$ cat config.mk
export PLATFORM = sky130hd
export DESIGN_NAME = audio_path_command_stream_parser_core
export DESIGN_NICKNAME = d
export VERILOG_FILES = /design/src/design/apcp_pkg.sv /design/src/design/apcp_step.sv /design/src/design/audio_path_command_stream_parser_core.sv
export SDC_FILE = /design/constraint.sdc
export NUM_CORES = 1
export LEC_CHECK = 0
export BUFFER_PORTS_ARGS = -buffer_cell sky130_fd_sc_hd__buf_2
export CAP_MARGIN = 20
export CORE_MARGIN = 5
export CORE_UTILIZATION = 50
export CTS_CLUSTER_SIZE = 12
export DETAILED_ROUTE_END_ITERATION = 16
export GPL_ROUTABILITY_DRIVEN = 0
export GPL_TIMING_DRIVEN = 0
export PLACE_DENSITY = 0.7
export SLEW_MARGIN = 5
export SYNTH_ARGS = -nofsm -noshare
export SYNTH_HDL_FRONTEND = slang
export SYNTH_SLANG_ARGS = --single-unit
$ cat constraint.sdc
create_clock -name i_clk -period 4.6 [get_ports i_clk]
set_input_delay 0.92 -clock i_clk [delete_from_list [all_inputs] [get_ports i_clk]]
set_output_delay 0.92 -clock i_clk [all_outputs]
set_load 0.02 [all_outputs]
$ cat src/design/apcp_pkg.sv
`timescale 1ns / 1ps
// apcp_pkg: shared types, codes and lookup functions of the command stream parser
// used by apcp_step and audio_path_command_stream_parser_core; no dependencies
package apcp_pkg;

    typedef enum logic [2:0] {
        PH_CMD       = 3'd0,
        PH_ADD_FIRST = 3'd1,
        PH_ADD_ZERO  = 3'd2,
        PH_STR       = 3'd3,
        PH_COUNT     = 3'd4,
        PH_TYPE      = 3'd5,
        PH_VALUE     = 3'd6
    } t_phase;

    // command kinds
    localparam logic [3:0] CMD_ADD        = 4'd0;
    localparam logic [3:0] CMD_CLEAR      = 4'd1;
    localparam logic [3:0] CMD_REMOVE     = 4'd2;
    localparam logic [3:0] CMD_CONNECT    = 4'd3;
    localparam logic [3:0] CMD_DISCONNECT = 4'd4;
    localparam logic [3:0] CMD_SET        = 4'd5;
    localparam logic [3:0] CMD_UPDATE     = 4'd6;
    localparam logic [3:0] CMD_UNSET_ALL  = 4'd7;
    localparam logic [3:0] CMD_UPDATE_ONE = 4'd8;
    localparam logic [3:0] CMD_UNSET      = 4'd9;

    // command opcode bytes
    localparam logic [7:0] OP_ADD        = 8'h49; // 'I'
    localparam logic [7:0] OP_REMOVE     = 8'h69; // 'i'
    localparam logic [7:0] OP_CONNECT    = 8'h43; // 'C'
    localparam logic [7:0] OP_DISCONNECT = 8'h63; // 'c'
    localparam logic [7:0] OP_SET        = 8'h53; // 'S'
    localparam logic [7:0] OP_UPDATE     = 8'h55; // 'U'
    localparam logic [7:0] OP_UPDATE_ONE = 8'h75; // 'u'
    localparam logic [7:0] OP_UNSET      = 8'h64; // 'd'

    // byte roles
    localparam logic [2:0] ROLE_CMD     = 3'd0;
    localparam logic [2:0] ROLE_CHAR    = 3'd1;
    localparam logic [2:0] ROLE_END     = 3'd2;
    localparam logic [2:0] ROLE_COUNT   = 3'd3;
    localparam logic [2:0] ROLE_TYPE    = 3'd4;
    localparam logic [2:0] ROLE_VALUE   = 3'd5;
    localparam logic [2:0] ROLE_DISCARD = 3'd6;

    // error codes
    localparam logic [2:0] ERR_NONE      = 3'd0;
    localparam logic [2:0] ERR_BAD_CMD   = 3'd1;
    localparam logic [2:0] ERR_EMPTY     = 3'd2;
    localparam logic [2:0] ERR_UNPRINT   = 3'd3;
    localparam logic [2:0] ERR_BAD_TYPE  = 3'd4;
    localparam logic [2:0] ERR_BOOL      = 3'd5;
    localparam logic [2:0] ERR_JUNK      = 3'd6;
    localparam logic [2:0] ERR_TRUNCATED = 3'd7;

    // variant type codes
    localparam logic [3:0] TY_STRING = 4'd0;
    localparam logic [3:0] TY_BOOL   = 4'd1;
    localparam logic [3:0] TY_FIXED  = 4'd2;
    localparam logic [3:0] TY_INT8   = 4'd3;
    localparam logic [3:0] TY_UINT8  = 4'd4;
    localparam logic [3:0] TY_INT16  = 4'd5;
    localparam logic [3:0] TY_UINT16 = 4'd6;
    localparam logic [3:0] TY_INT32  = 4'd7;
    localparam logic [3:0] TY_UINT32 = 4'd8;
    localparam logic [3:0] TY_INT64  = 4'd9;
    localparam logic [3:0] TY_UINT64 = 4'd10;

    localparam logic [7:0] PRINT_LO = 8'h20;
    localparam logic [7:0] PRINT_HI = 8'h7e;
    localparam logic [7:0] FIXED_JUNK_MASK = 8'hc0;

    typedef struct packed {
        t_phase      phase;
        logic [3:0]  cmd;
        logic [1:0]  field;
        logic [7:0]  pairs_left;
        logic [63:0] acc;
        logic [3:0]  bytes_left;
        logic [3:0]  ctype;
        logic        started;
        logic        latched;
    } t_parse_state;

    typedef struct packed {
        logic [2:0]  role;
        logic [3:0]  kind;
        logic [1:0]  field;
        logic [3:0]  ctype;
        logic [63:0] value;
        logic        value_done;
        logic        cmd_done;
        logic        cmd_dropped;
        logic [2:0]  err;
    } t_result;

    // returns {found, type code}
    function automatic logic [4:0] type_lookup(input logic [7:0] b);
        logic [4:0] res;
        case (b)
            8'h73:   res = {1'b1, TY_STRING}; // s
            8'h62:   res = {1'b1, TY_BOOL};   // b
            8'h44:   res = {1'b1, TY_FIXED};  // D
            8'h59:   res = {1'b1, TY_INT8};   // Y
            8'h79:   res = {1'b1, TY_UINT8};  // y
            8'h6e:   res = {1'b1, TY_INT16};  // n
            8'h71:   res = {1'b1, TY_UINT16}; // q
            8'h69:   res = {1'b1, TY_INT32};  // i
            8'h75:   res = {1'b1, TY_UINT32}; // u
            8'h78:   res = {1'b1, TY_INT64};  // x
            8'h74:   res = {1'b1, TY_UINT64}; // t
            default: res = {1'b0, TY_STRING};
        endcase
        return res;
    endfunction

    function automatic logic [3:0] type_len(input logic [3:0] ty);
        logic [3:0] len;
        case (ty)
            TY_BOOL, TY_INT8, TY_UINT8:     len = 4'd1;
            TY_FIXED, TY_INT16, TY_UINT16:  len = 4'd2;
            TY_INT32, TY_UINT32:            len = 4'd4;
            TY_INT64, TY_UINT64:            len = 4'd8;
            default:                        len = 4'd0;
        endcase
        return len;
    endfunction

    function automatic logic [63:0] sign_fix(input logic [3:0] ty, input logic [63:0] v);
        logic [63:0] res;
        case (ty)
            TY_INT8:  res = {{56{v[7]}}, v[7:0]};
            TY_INT16: res = {{48{v[15]}}, v[15:0]};
            TY_INT32: res = {{32{v[31]}}, v[31:0]};
            default:  res = v;
        endcase
        return res;
    endfunction

endpackage

$ cat src/design/apcp_step.sv
`timescale 1ns / 1ps
// apcp_step: combinational parse step for one buffer byte, next state and result
// depends on apcp_pkg
module apcp_step
    import apcp_pkg::*;
(
    input  t_parse_state i_state,
    input  logic [7:0]   i_byte,
    input  logic         i_last,
    output t_parse_state o_next,
    output t_result      o_result
);

    logic [4:0]  w_lookup;
    logic        w_found;
    logic [3:0]  w_tidx;
    logic        w_pair_end;
    logic        w_str_done;
    logic        w_empty_ok;
    logic        w_val_last;
    logic [63:0] w_shifted;
    logic [2:0]  w_err_raw;
    logic [2:0]  w_err;
    t_phase      w_phase_step;

    assign w_lookup  = type_lookup(i_byte);
    assign w_found   = w_lookup[4];
    assign w_tidx    = w_lookup[3:0];
    assign w_shifted = {i_state.acc[55:0], i_byte};
    assign w_val_last = (i_state.bytes_left <= 4'd1);
    // last pair of the command (counter wraps from zero like the 8-bit count)
    assign w_pair_end = (i_state.cmd == CMD_UPDATE_ONE) || (i_state.pairs_left == 8'd1);

    assign w_empty_ok = (i_state.cmd == CMD_DISCONNECT)
        || (((i_state.cmd == CMD_SET) || (i_state.cmd == CMD_UPDATE))
            && (i_state.pairs_left != 8'd0) && (i_state.field == 2'd2))
        || ((i_state.cmd == CMD_UPDATE_ONE) && (i_state.field == 2'd3));

    // terminator ends the command
    always_comb begin
        case (i_state.cmd)
            CMD_ADD, CMD_CONNECT, CMD_DISCONNECT, CMD_UNSET: begin
                w_str_done = (i_state.field != 2'd0);
            end
            CMD_SET, CMD_UPDATE: begin
                w_str_done = (i_state.pairs_left != 8'd0) && (i_state.field != 2'd0)
                             && w_pair_end;
            end
            CMD_UPDATE_ONE: begin
                w_str_done = (i_state.field != 2'd0) && (i_state.field != 2'd1);
            end
            default: begin
                w_str_done = 1'b1;
            end
        endcase
    end

    // byte-level errors
    always_comb begin
        w_err_raw = ERR_NONE;
        case (i_state.phase)
            PH_CMD: begin
                if (!((i_byte == OP_ADD) || (i_byte == OP_REMOVE) || (i_byte == OP_CONNECT)
                      || (i_byte == OP_DISCONNECT) || (i_byte == OP_SET)
                      || (i_byte == OP_UPDATE) || (i_byte == OP_UPDATE_ONE)
                      || (i_byte == OP_UNSET)))
                    w_err_raw = ERR_BAD_CMD;
            end
            PH_ADD_ZERO: begin
                if (i_byte != 8'd0) w_err_raw = ERR_EMPTY;
            end
            PH_STR: begin
                if ((i_byte == 8'd0) && !i_state.started && !w_empty_ok) w_err_raw = ERR_EMPTY;
            end
            PH_TYPE: begin
                if ((i_byte < PRINT_LO) || (i_byte > PRINT_HI)) w_err_raw = ERR_UNPRINT;
                else if (!w_found) w_err_raw = ERR_BAD_TYPE;
            end
            PH_VALUE: begin
                if ((i_state.ctype == TY_BOOL) && (i_byte > 8'd1))
                    w_err_raw = ERR_BOOL;
                else if ((i_state.ctype == TY_FIXED) && (i_state.bytes_left == 4'd1)
                         && ((i_state.acc[7:0] & FIXED_JUNK_MASK) != 8'd0))
                    w_err_raw = ERR_JUNK;
            end
            default: begin
                w_err_raw = ERR_NONE;
            end
        endcase
    end

    // next state
    always_comb begin
        o_next = i_state;
        w_phase_step = i_state.phase;
        case (i_state.phase)
            PH_CMD: begin
                o_next.field      = 2'd0;
                o_next.pairs_left = 8'd0;
                o_next.started    = 1'b0;
                o_next.ctype      = TY_STRING;
                w_phase_step      = PH_STR;
                case (i_byte)
                    OP_ADD: begin
                        o_next.cmd   = CMD_ADD;
                        w_phase_step = PH_ADD_FIRST;
                    end
                    OP_REMOVE:     o_next.cmd = CMD_REMOVE;
                    OP_CONNECT:    o_next.cmd = CMD_CONNECT;
                    OP_DISCONNECT: o_next.cmd = CMD_DISCONNECT;
                    OP_SET:        o_next.cmd = CMD_SET;
                    OP_UPDATE:     o_next.cmd = CMD_UPDATE;
                    OP_UPDATE_ONE: o_next.cmd = CMD_UPDATE_ONE;
                    OP_UNSET:      o_next.cmd = CMD_UNSET;
                    default:       o_next.cmd = CMD_ADD;
                endcase
            end
            PH_ADD_FIRST: begin
                if (i_byte == 8'd0) begin
                    w_phase_step = PH_ADD_ZERO;
                end else begin
                    o_next.started = 1'b1;
                    w_phase_step   = PH_STR;
                end
            end
            PH_ADD_ZERO: begin
                if (w_err_raw == ERR_NONE) begin
                    o_next.cmd   = CMD_CLEAR;
                    w_phase_step = PH_CMD;
                end
            end
            PH_STR: begin
                if (i_byte != 8'd0) begin
                    o_next.started = 1'b1;
                end else if (w_err_raw == ERR_NONE) begin
                    o_next.started = 1'b0;
                    case (i_state.cmd)
                        CMD_SET, CMD_UPDATE: begin
                            if (i_state.pairs_left == 8'd0) begin
                                o_next.field = 2'd1;
                                w_phase_step = PH_COUNT;
                            end else if (i_state.field == 2'd0) begin
                                o_next.field = 2'd1;
                                w_phase_step = PH_TYPE;
                            end else begin
                                o_next.pairs_left = i_state.pairs_left - 8'd1;
                                if (w_pair_end) begin
                                    w_phase_step = PH_CMD;
                                end else begin
                                    o_next.field = 2'd0;
                                end
                            end
                        end
                        CMD_UPDATE_ONE: begin
                            if (i_state.field == 2'd0) begin
                                o_next.field = 2'd1;
                            end else if (i_state.field == 2'd1) begin
                                o_next.field = 2'd2;
                                w_phase_step = PH_TYPE;
                            end else begin
                                w_phase_step = PH_CMD;
                            end
                        end
                        default: begin
                            if (w_str_done) w_phase_step = PH_CMD;
                            else o_next.field = 2'd1;
                        end
                    endcase
                end
            end
            PH_COUNT: begin
                if (i_byte == 8'd0) begin
                    if (i_state.cmd == CMD_SET) o_next.cmd = CMD_UNSET_ALL;
                    w_phase_step = PH_CMD;
                end else begin
                    o_next.pairs_left = i_byte;
                    o_next.field      = 2'd0;
                    o_next.started    = 1'b0;
                    w_phase_step      = PH_STR;
                end
            end
            PH_TYPE: begin
                if (w_err_raw == ERR_NONE) begin
                    o_next.ctype = w_tidx;
                    o_next.field = i_state.field + 2'd1;
                    if (w_tidx == TY_STRING) begin
                        o_next.started = 1'b0;
                        w_phase_step   = PH_STR;
                    end else begin
                        o_next.acc        = 64'd0;
                        o_next.bytes_left = type_len(w_tidx);
                        w_phase_step      = PH_VALUE;
                    end
                end
            end
            PH_VALUE: begin
                if (w_err_raw == ERR_NONE) begin
                    o_next.acc = w_shifted;
                    if (i_state.bytes_left != 4'd0)
                        o_next.bytes_left = i_state.bytes_left - 4'd1;
                    if (w_val_last && (i_state.cmd != CMD_UPDATE_ONE)) begin
                        o_next.pairs_left = i_state.pairs_left - 8'd1;
                    end
                    if (w_val_last) begin
                        if (w_pair_end) begin
                            w_phase_step = PH_CMD;
                        end else begin
                            o_next.field   = 2'd0;
                            o_next.started = 1'b0;
                            w_phase_step   = PH_STR;
                        end
                    end
                end
            end
            default: begin
                w_phase_step = PH_CMD;
            end
        endcase

        if (i_last && (w_err_raw == ERR_NONE) && (w_phase_step != PH_CMD))
            w_err = ERR_TRUNCATED;
        else
            w_err = w_err_raw;

        o_next.phase = (w_err != ERR_NONE) ? PH_CMD : w_phase_step;
        o_next.latched = (w_err != ERR_NONE) && !i_last;

        // discarding: only the latch moves, cleared on the last byte
        if (i_state.latched) begin
            o_next = i_state;
            o_next.latched = !i_last;
        end
    end

    // result
    always_comb begin
        o_result = '0;
        o_result.kind = o_next.cmd;
        case (i_state.phase)
            PH_CMD: begin
                o_result.role = ROLE_CMD;
            end
            PH_ADD_FIRST: begin
                o_result.role = (i_byte == 8'd0) ? ROLE_END : ROLE_CHAR;
            end
            PH_ADD_ZERO: begin
                o_result.role     = ROLE_END;
                o_result.field    = 2'd1;
                o_result.cmd_done = 1'b1;
            end
            PH_STR: begin
                o_result.role     = (i_byte == 8'd0) ? ROLE_END : ROLE_CHAR;
                o_result.field    = i_state.field;
                o_result.ctype    = i_state.ctype;
                o_result.cmd_done = (i_byte == 8'd0) && w_str_done;
            end
            PH_COUNT: begin
                o_result.role        = ROLE_COUNT;
                o_result.field       = 2'd1;
                o_result.cmd_done    = (i_byte == 8'd0);
                o_result.cmd_dropped = (i_byte == 8'd0) && (i_state.cmd != CMD_SET);
            end
            PH_TYPE: begin
                o_result.role  = ROLE_TYPE;
                o_result.field = i_state.field;
                o_result.ctype = w_tidx;
            end
            PH_VALUE: begin
                o_result.role  = ROLE_VALUE;
                o_result.field = i_state.field;
                o_result.ctype = i_state.ctype;
                if (w_val_last) begin
                    o_result.value      = sign_fix(i_state.ctype, w_shifted);
                    o_result.value_done = 1'b1;
                    o_result.cmd_done   = w_pair_end;
                end
            end
            default: begin
                o_result.role = ROLE_CMD;
            end
        endcase

        if (w_err != ERR_NONE) begin
            o_result = '0;
            o_result.role = ROLE_DISCARD;
            o_result.kind = o_next.cmd;
            o_result.err  = w_err;
        end

        if (i_state.latched) begin
            o_result = '0;
            o_result.role = ROLE_DISCARD;
        end
    end

endmodule

$ cat src/design/audio_path_command_stream_parser_core.sv
`timescale 1ns / 1ps
// audio_path_command_stream_parser_core: top level of the command stream parser
// depends on apcp_pkg and apcp_step
//
// usage:
//   slave channel: one byte of a binary command buffer per beat, s_axis_tlast on
//   the last byte of the buffer. master channel: one result beat per input beat,
//   byte role on m_axis_tuser, classification and assembled value on m_axis_tdata.
//   the result of a byte is registered and appears in the cycle after it is accepted.
//   throughput: one byte per cycle unless the receiver stalls; the parse state
//   register is updated as each byte is accepted, so consecutive bytes need no gap.
//   the result register frees up in the cycle it is taken, so s_axis_tready
//   stays high while the receiver takes every beat.
//   when the receiver stalls, the finished result holds in the output register
//   and s_axis_tready drops until it is taken; no beat is lost or repeated.
//   after an error the remaining bytes of the buffer come out as discarded.
//   reset: parse state returns to expecting a command byte, the discard latch
//   clears and the output register is emptied.
module audio_path_command_stream_parser_core
    import apcp_pkg::*;
(
    input  logic        i_clk,
    input  logic        i_rst_n,
    input  logic        s_axis_tvalid,
    output logic        s_axis_tready,
    input  logic [7:0]  s_axis_tdata,   // data_byte
    input  logic        s_axis_tlast,   // buffer_end
    output logic        m_axis_tvalid,
    input  logic        m_axis_tready,
    // command_kind[3:0], field_number[5:4], type_code[9:6], value_word[73:10],
    // value_done[74], command_done[75], command_dropped[76], error_code[79:77]
    output logic [79:0] m_axis_tdata,
    output logic [2:0]  m_axis_tuser    // byte_role
);

    t_parse_state r_state;
    t_parse_state n_state;
    t_result      w_result;
    t_result      r_result;
    logic         r_out_valid;
    logic         w_accept;

    apcp_step u_step (
        .i_state  (r_state),
        .i_byte   (s_axis_tdata),
        .i_last   (s_axis_tlast),
        .o_next   (n_state),
        .o_result (w_result)
    );

    assign s_axis_tready = !r_out_valid || m_axis_tready;
    assign w_accept      = s_axis_tvalid && s_axis_tready;

    always_ff @(posedge i_clk) begin
        if (!i_rst_n) begin
            r_state     <= '0;
            r_out_valid <= 1'b0;
        end else begin
            if (w_accept) r_state <= n_state;
            if (w_accept) r_out_valid <= 1'b1;
            else if (m_axis_tready) r_out_valid <= 1'b0;
        end
    end

    // result payload, loaded on every accepted beat
    always_ff @(posedge i_clk) begin
        if (w_accept) r_result <= w_result;
    end

    assign m_axis_tvalid = r_out_valid;
    assign m_axis_tuser  = r_result.role;
    assign m_axis_tdata  = {r_result.err, r_result.cmd_dropped, r_result.cmd_done,
                            r_result.value_done, r_result.value, r_result.ctype,
                            r_result.field, r_result.kind};

endmodule
==> Implementation_results.wiki <==
{| class="wikitable"
! Metric !! Value
|-
| Hold buffer count at cts || 0
|-
| Post-route worst hold slack || roughly 450 ps
|-
| Summed negative setup slack over all endpoints || 0 ps
|-
| Cell area after synthesis || around 8500 um2
|-
| Share of the synthesized area in compound gates (AO/OA/AOI/OAI) || between 10% and 20%
|-
| End of the worst hold path || r_state[61]
|-
| Capture point of the worst reg-to-reg path || m_axis_tdata[53]
|-
| Vias per cell || roughly 6
|-
| Setup fix buffers added after clock tree synthesis || 0
|-
| Crit Path Class || in2reg
|-
| Global-route wire length before repair || around 38 mm
|-
| Synth cell types || just under 80
|-
| Pin count of the biggest net entering global routing || roughly 50
|-
| Count of input and output buffers || 95
|-
| Overall global routing resource usage || between 20% and 30%
|-
| Flip-flop and latch count after synthesis || 167
|-
| Register-to-register setup slack || 540 ps
|-
| Initial drt markers || between 1000 and 1500
|-
| TritonCTS clock tree || built
|-
| Die Area || about 20000 um2
|-
| Detail Placement HPWL || 16.9 mm
|-
| Most instantiated flip-flop cell in the synthesis netlist || dfxtp_1
|-
| Top cell type by total area after synthesis || edfxtp_1
|-
| Die Span X || roughly 140 um
|-
| Register area share after synthesis || 49.1%
|-
| Per-cell routed wire length || ~18 um
|-
| Reported max-cap violation count || 0
|-
| Count of H-tree levels built during CTS || 4
|-
| Worst clock skew || about 14 ps
|-
| Synth top area cells || edfxtp_1, dfxtp_1, a21oi_1
|-
| Unrepaired setup endpoints after global routing || no
|-
| Min Clock Period, post-route || 4290 ps
|-
| Yosys top cell area share || between 20% and 30%
|-
| CTS Buffer Depth || 2
|-
| Number of ports placed on the die boundary || 98
|-
| ANT cells || 0
|-
| Nature of the critical path endpoint || flip-flop
|-
| Clock insertion delay at the later pin of the skew report || around 440 ps
|-
| Hold path startpoint || r_state[61]
|-
| Via count of the routed design || ~8000
|-
| R2r worst-path depth || 10
|-
| Fin. max-slew vios || 0
|-
| Clock sink count || 167
|-
| Pwr/cell area || around 330 nW/um2
|-
| Highest Clock Rate || roughly 0.23 GHz
|-
| Net total in the final layout || between 1000 and 1500
|-
| Antenna violations before repair || 0
|-
| Peak supply drop || 0.000279 V
|-
| Dominant combinational cell family by area after synthesis || simple AND/OR/NAND/NOR gates
|-
| Synth Area per Inst || between 8 and 9 um2
|-
| Worst Tran Pin Value || 1020 ps
|-
| Worst EP required || roughly 4800 ps
|-
| Data arrival at the endpoint of the critical path || about 4400 ps
|-
| Placeable Area || 16600 um2
|-
| Clock buffers created by TritonCTS || 17
|-
| Buffer type at the clock tree root || clkbuf_16
|-
| Number of cell rows || 47
|-
| Share of cells above drive strength 1 || 15.2%
|-
| Remaining max-slew budget at the tightest pin || just over 30%
|-
| Hold Vio Cnt, Final || 0
|-
| Worst-path clk slew || roughly 70 ps
|-
| Initial cell density of the core || just over 50%
|-
| Synthesized netlist cell count || between 900 and 1000
|-
| Post-cts resize count || 0
|-
| Most common cell in the synthesized netlist || a21oi_1
|-
| Cell count of the worst hold path || 2
|-
| Synth-to-layout area growth || 15.8%
|-
| Net count of the mapped netlist || around 1000
|-
| Run status || complete, no violations
|-
| Warnings from Yosys || 0
|-
| Multiplexer fraction of the synthesized cell area || 1.06%
|-
| Number of global-route vias before repair || approximately 7200
|-
| Sum of routed wire length over all layers || between 20 and 25 mm
|-
| Most common library cells after synthesis || a21oi_1, nand2_1, nor2_1
|-
| Number of flops mapped to enable cells by yosys || just over 80
|-
| Final setup fails || 0
|-
| Launch instance of the worst register-to-register path || r_state[88]
|-
| Portion of the clock cycle consumed by the worst path in the final layout || 93.3%
|-
| Adder and majority cell fraction of the synthesized area || around 1.9%
|-
| Simple-gate share of the synthesized area || approximately 23%
|-
| Async S/R FF share, synth || 0%
|-
| Top fanout value on the critical path || 10
|-
| Worst setup SP type || input pin
|-
| Die Height || roughly 140 um
|-
| Static Leak || approximately 3.4 nW
|-
| Pre-antenna DRT Iters || 8
|-
| Path type of the worst min-delay path || reg2reg
|-
| Total congestion overflow after global routing || 0
|-
| Detail Route Antenna Nets || 0
|-
| Xor-xnor portion of the synthesized cell area || less than 1%
|-
| # DRC || 0
|}
==> sequential cells by signal (all words and copies together), names as in the netlist <==
name,cells
m_axis_tvalid,1
m_axis_tdata,80
r_state,83
m_axis_tuser,3
==> per-layer routing <==
layer	up-vias	share of wire, %	GRT usage [%]
met5	-	0	0
met4	0	2.8	8.31
met3	78	9.5	4.98
met2	445	44	35.9
met1	3615	43	33.8
li1	3702	-	-
==> worst max-delay path by stage <==
stage	from	to
3_5_place_dp	s_axis_tdata[7]	m_axis_tdata[53]
5_1_grt	s_axis_tdata[2]	m_axis_tdata[53]
2_1_floorplan	m_axis_tready	r_state[10]
3_3_place_gp	m_axis_tready	r_state[63]
4_1_cts	s_axis_tdata[7]	m_axis_tdata[53]
6_report	s_axis_tdata[7]	m_axis_tdata[53]
==> layout by cell type, fill, tap and decap left out, drive strengths merged, types with 13 or more instances in the layout <==
cell type	Yosys	routed
ha	13	13
edfxtp	83	83
a21oi	150	150
nand3	79	79
nor3	18	18
nor2	104	104
nor2b	19	19
dfxtp	84	84
clkbuf	56	75
a211oi	13	13
nand2	108	108
o21ai	20	20
buf	17	113
inv	30	34
==> metrics by stage <==
step                setup slack, ps  total power [mW]  instances  utilization [%]  instance area [um2]
CTS                             440              3.25       1306             59.1                 9830
detailed placement             4.36              1.90       1275             55.7                 9280
global route                    122              3.33       1307             59.1                 9830
floorplan                       322              1.81        959                -                 8490
finish                          310              3.23       1307             59.1                 9830
global placement              -1020              1.89       1274             55.6                 9250
==> cell type report <==
class | instances | area [um2]
Fill cell | 1475 | 6810
Sequential cell | 167 | 4170
Multi-Input combinational cell | 689 | 3880
Timing Repair Buffer | 97 | 508
Clock buffer | 18 | 429
Buffer | 73 | 329
Tap cell | 220 | 275
Clock inverter | 13 | 124
Inverter | 30 | 115
==> critical path, stage by stage <==
cell and delay, ps:
buf_2 110, clkbuf_1 390, nand3b_1 280, o32ai_1 140
a2111oi_0 930, a21boi_0 360, nand4_2 340, nor3_1 90
a21bo_2 240, clkbuf_1 490, nor2_1 160
==> power by group <==
| group | internal (mW) | switching [mW] | leakage [nW] |
|---|---|---|---|
| logic | 0.0738 | 0.183 | 1.62 |
| clock network | 0.749 | 0.618 | 0.264 |
| registers | 1.60 | 0.0120 | 1.50 |
==> kinds of logic after synthesis <==
family,Yosys count
AOI/OAI and AO/OA,261
xor gates and xnor gates,9
adders and majority gates,13
buffers and inverters,103
DFF,167
muxes,9
and+or+nand+nor,397
Note: power is estimated with default switching activity, not from simulation.
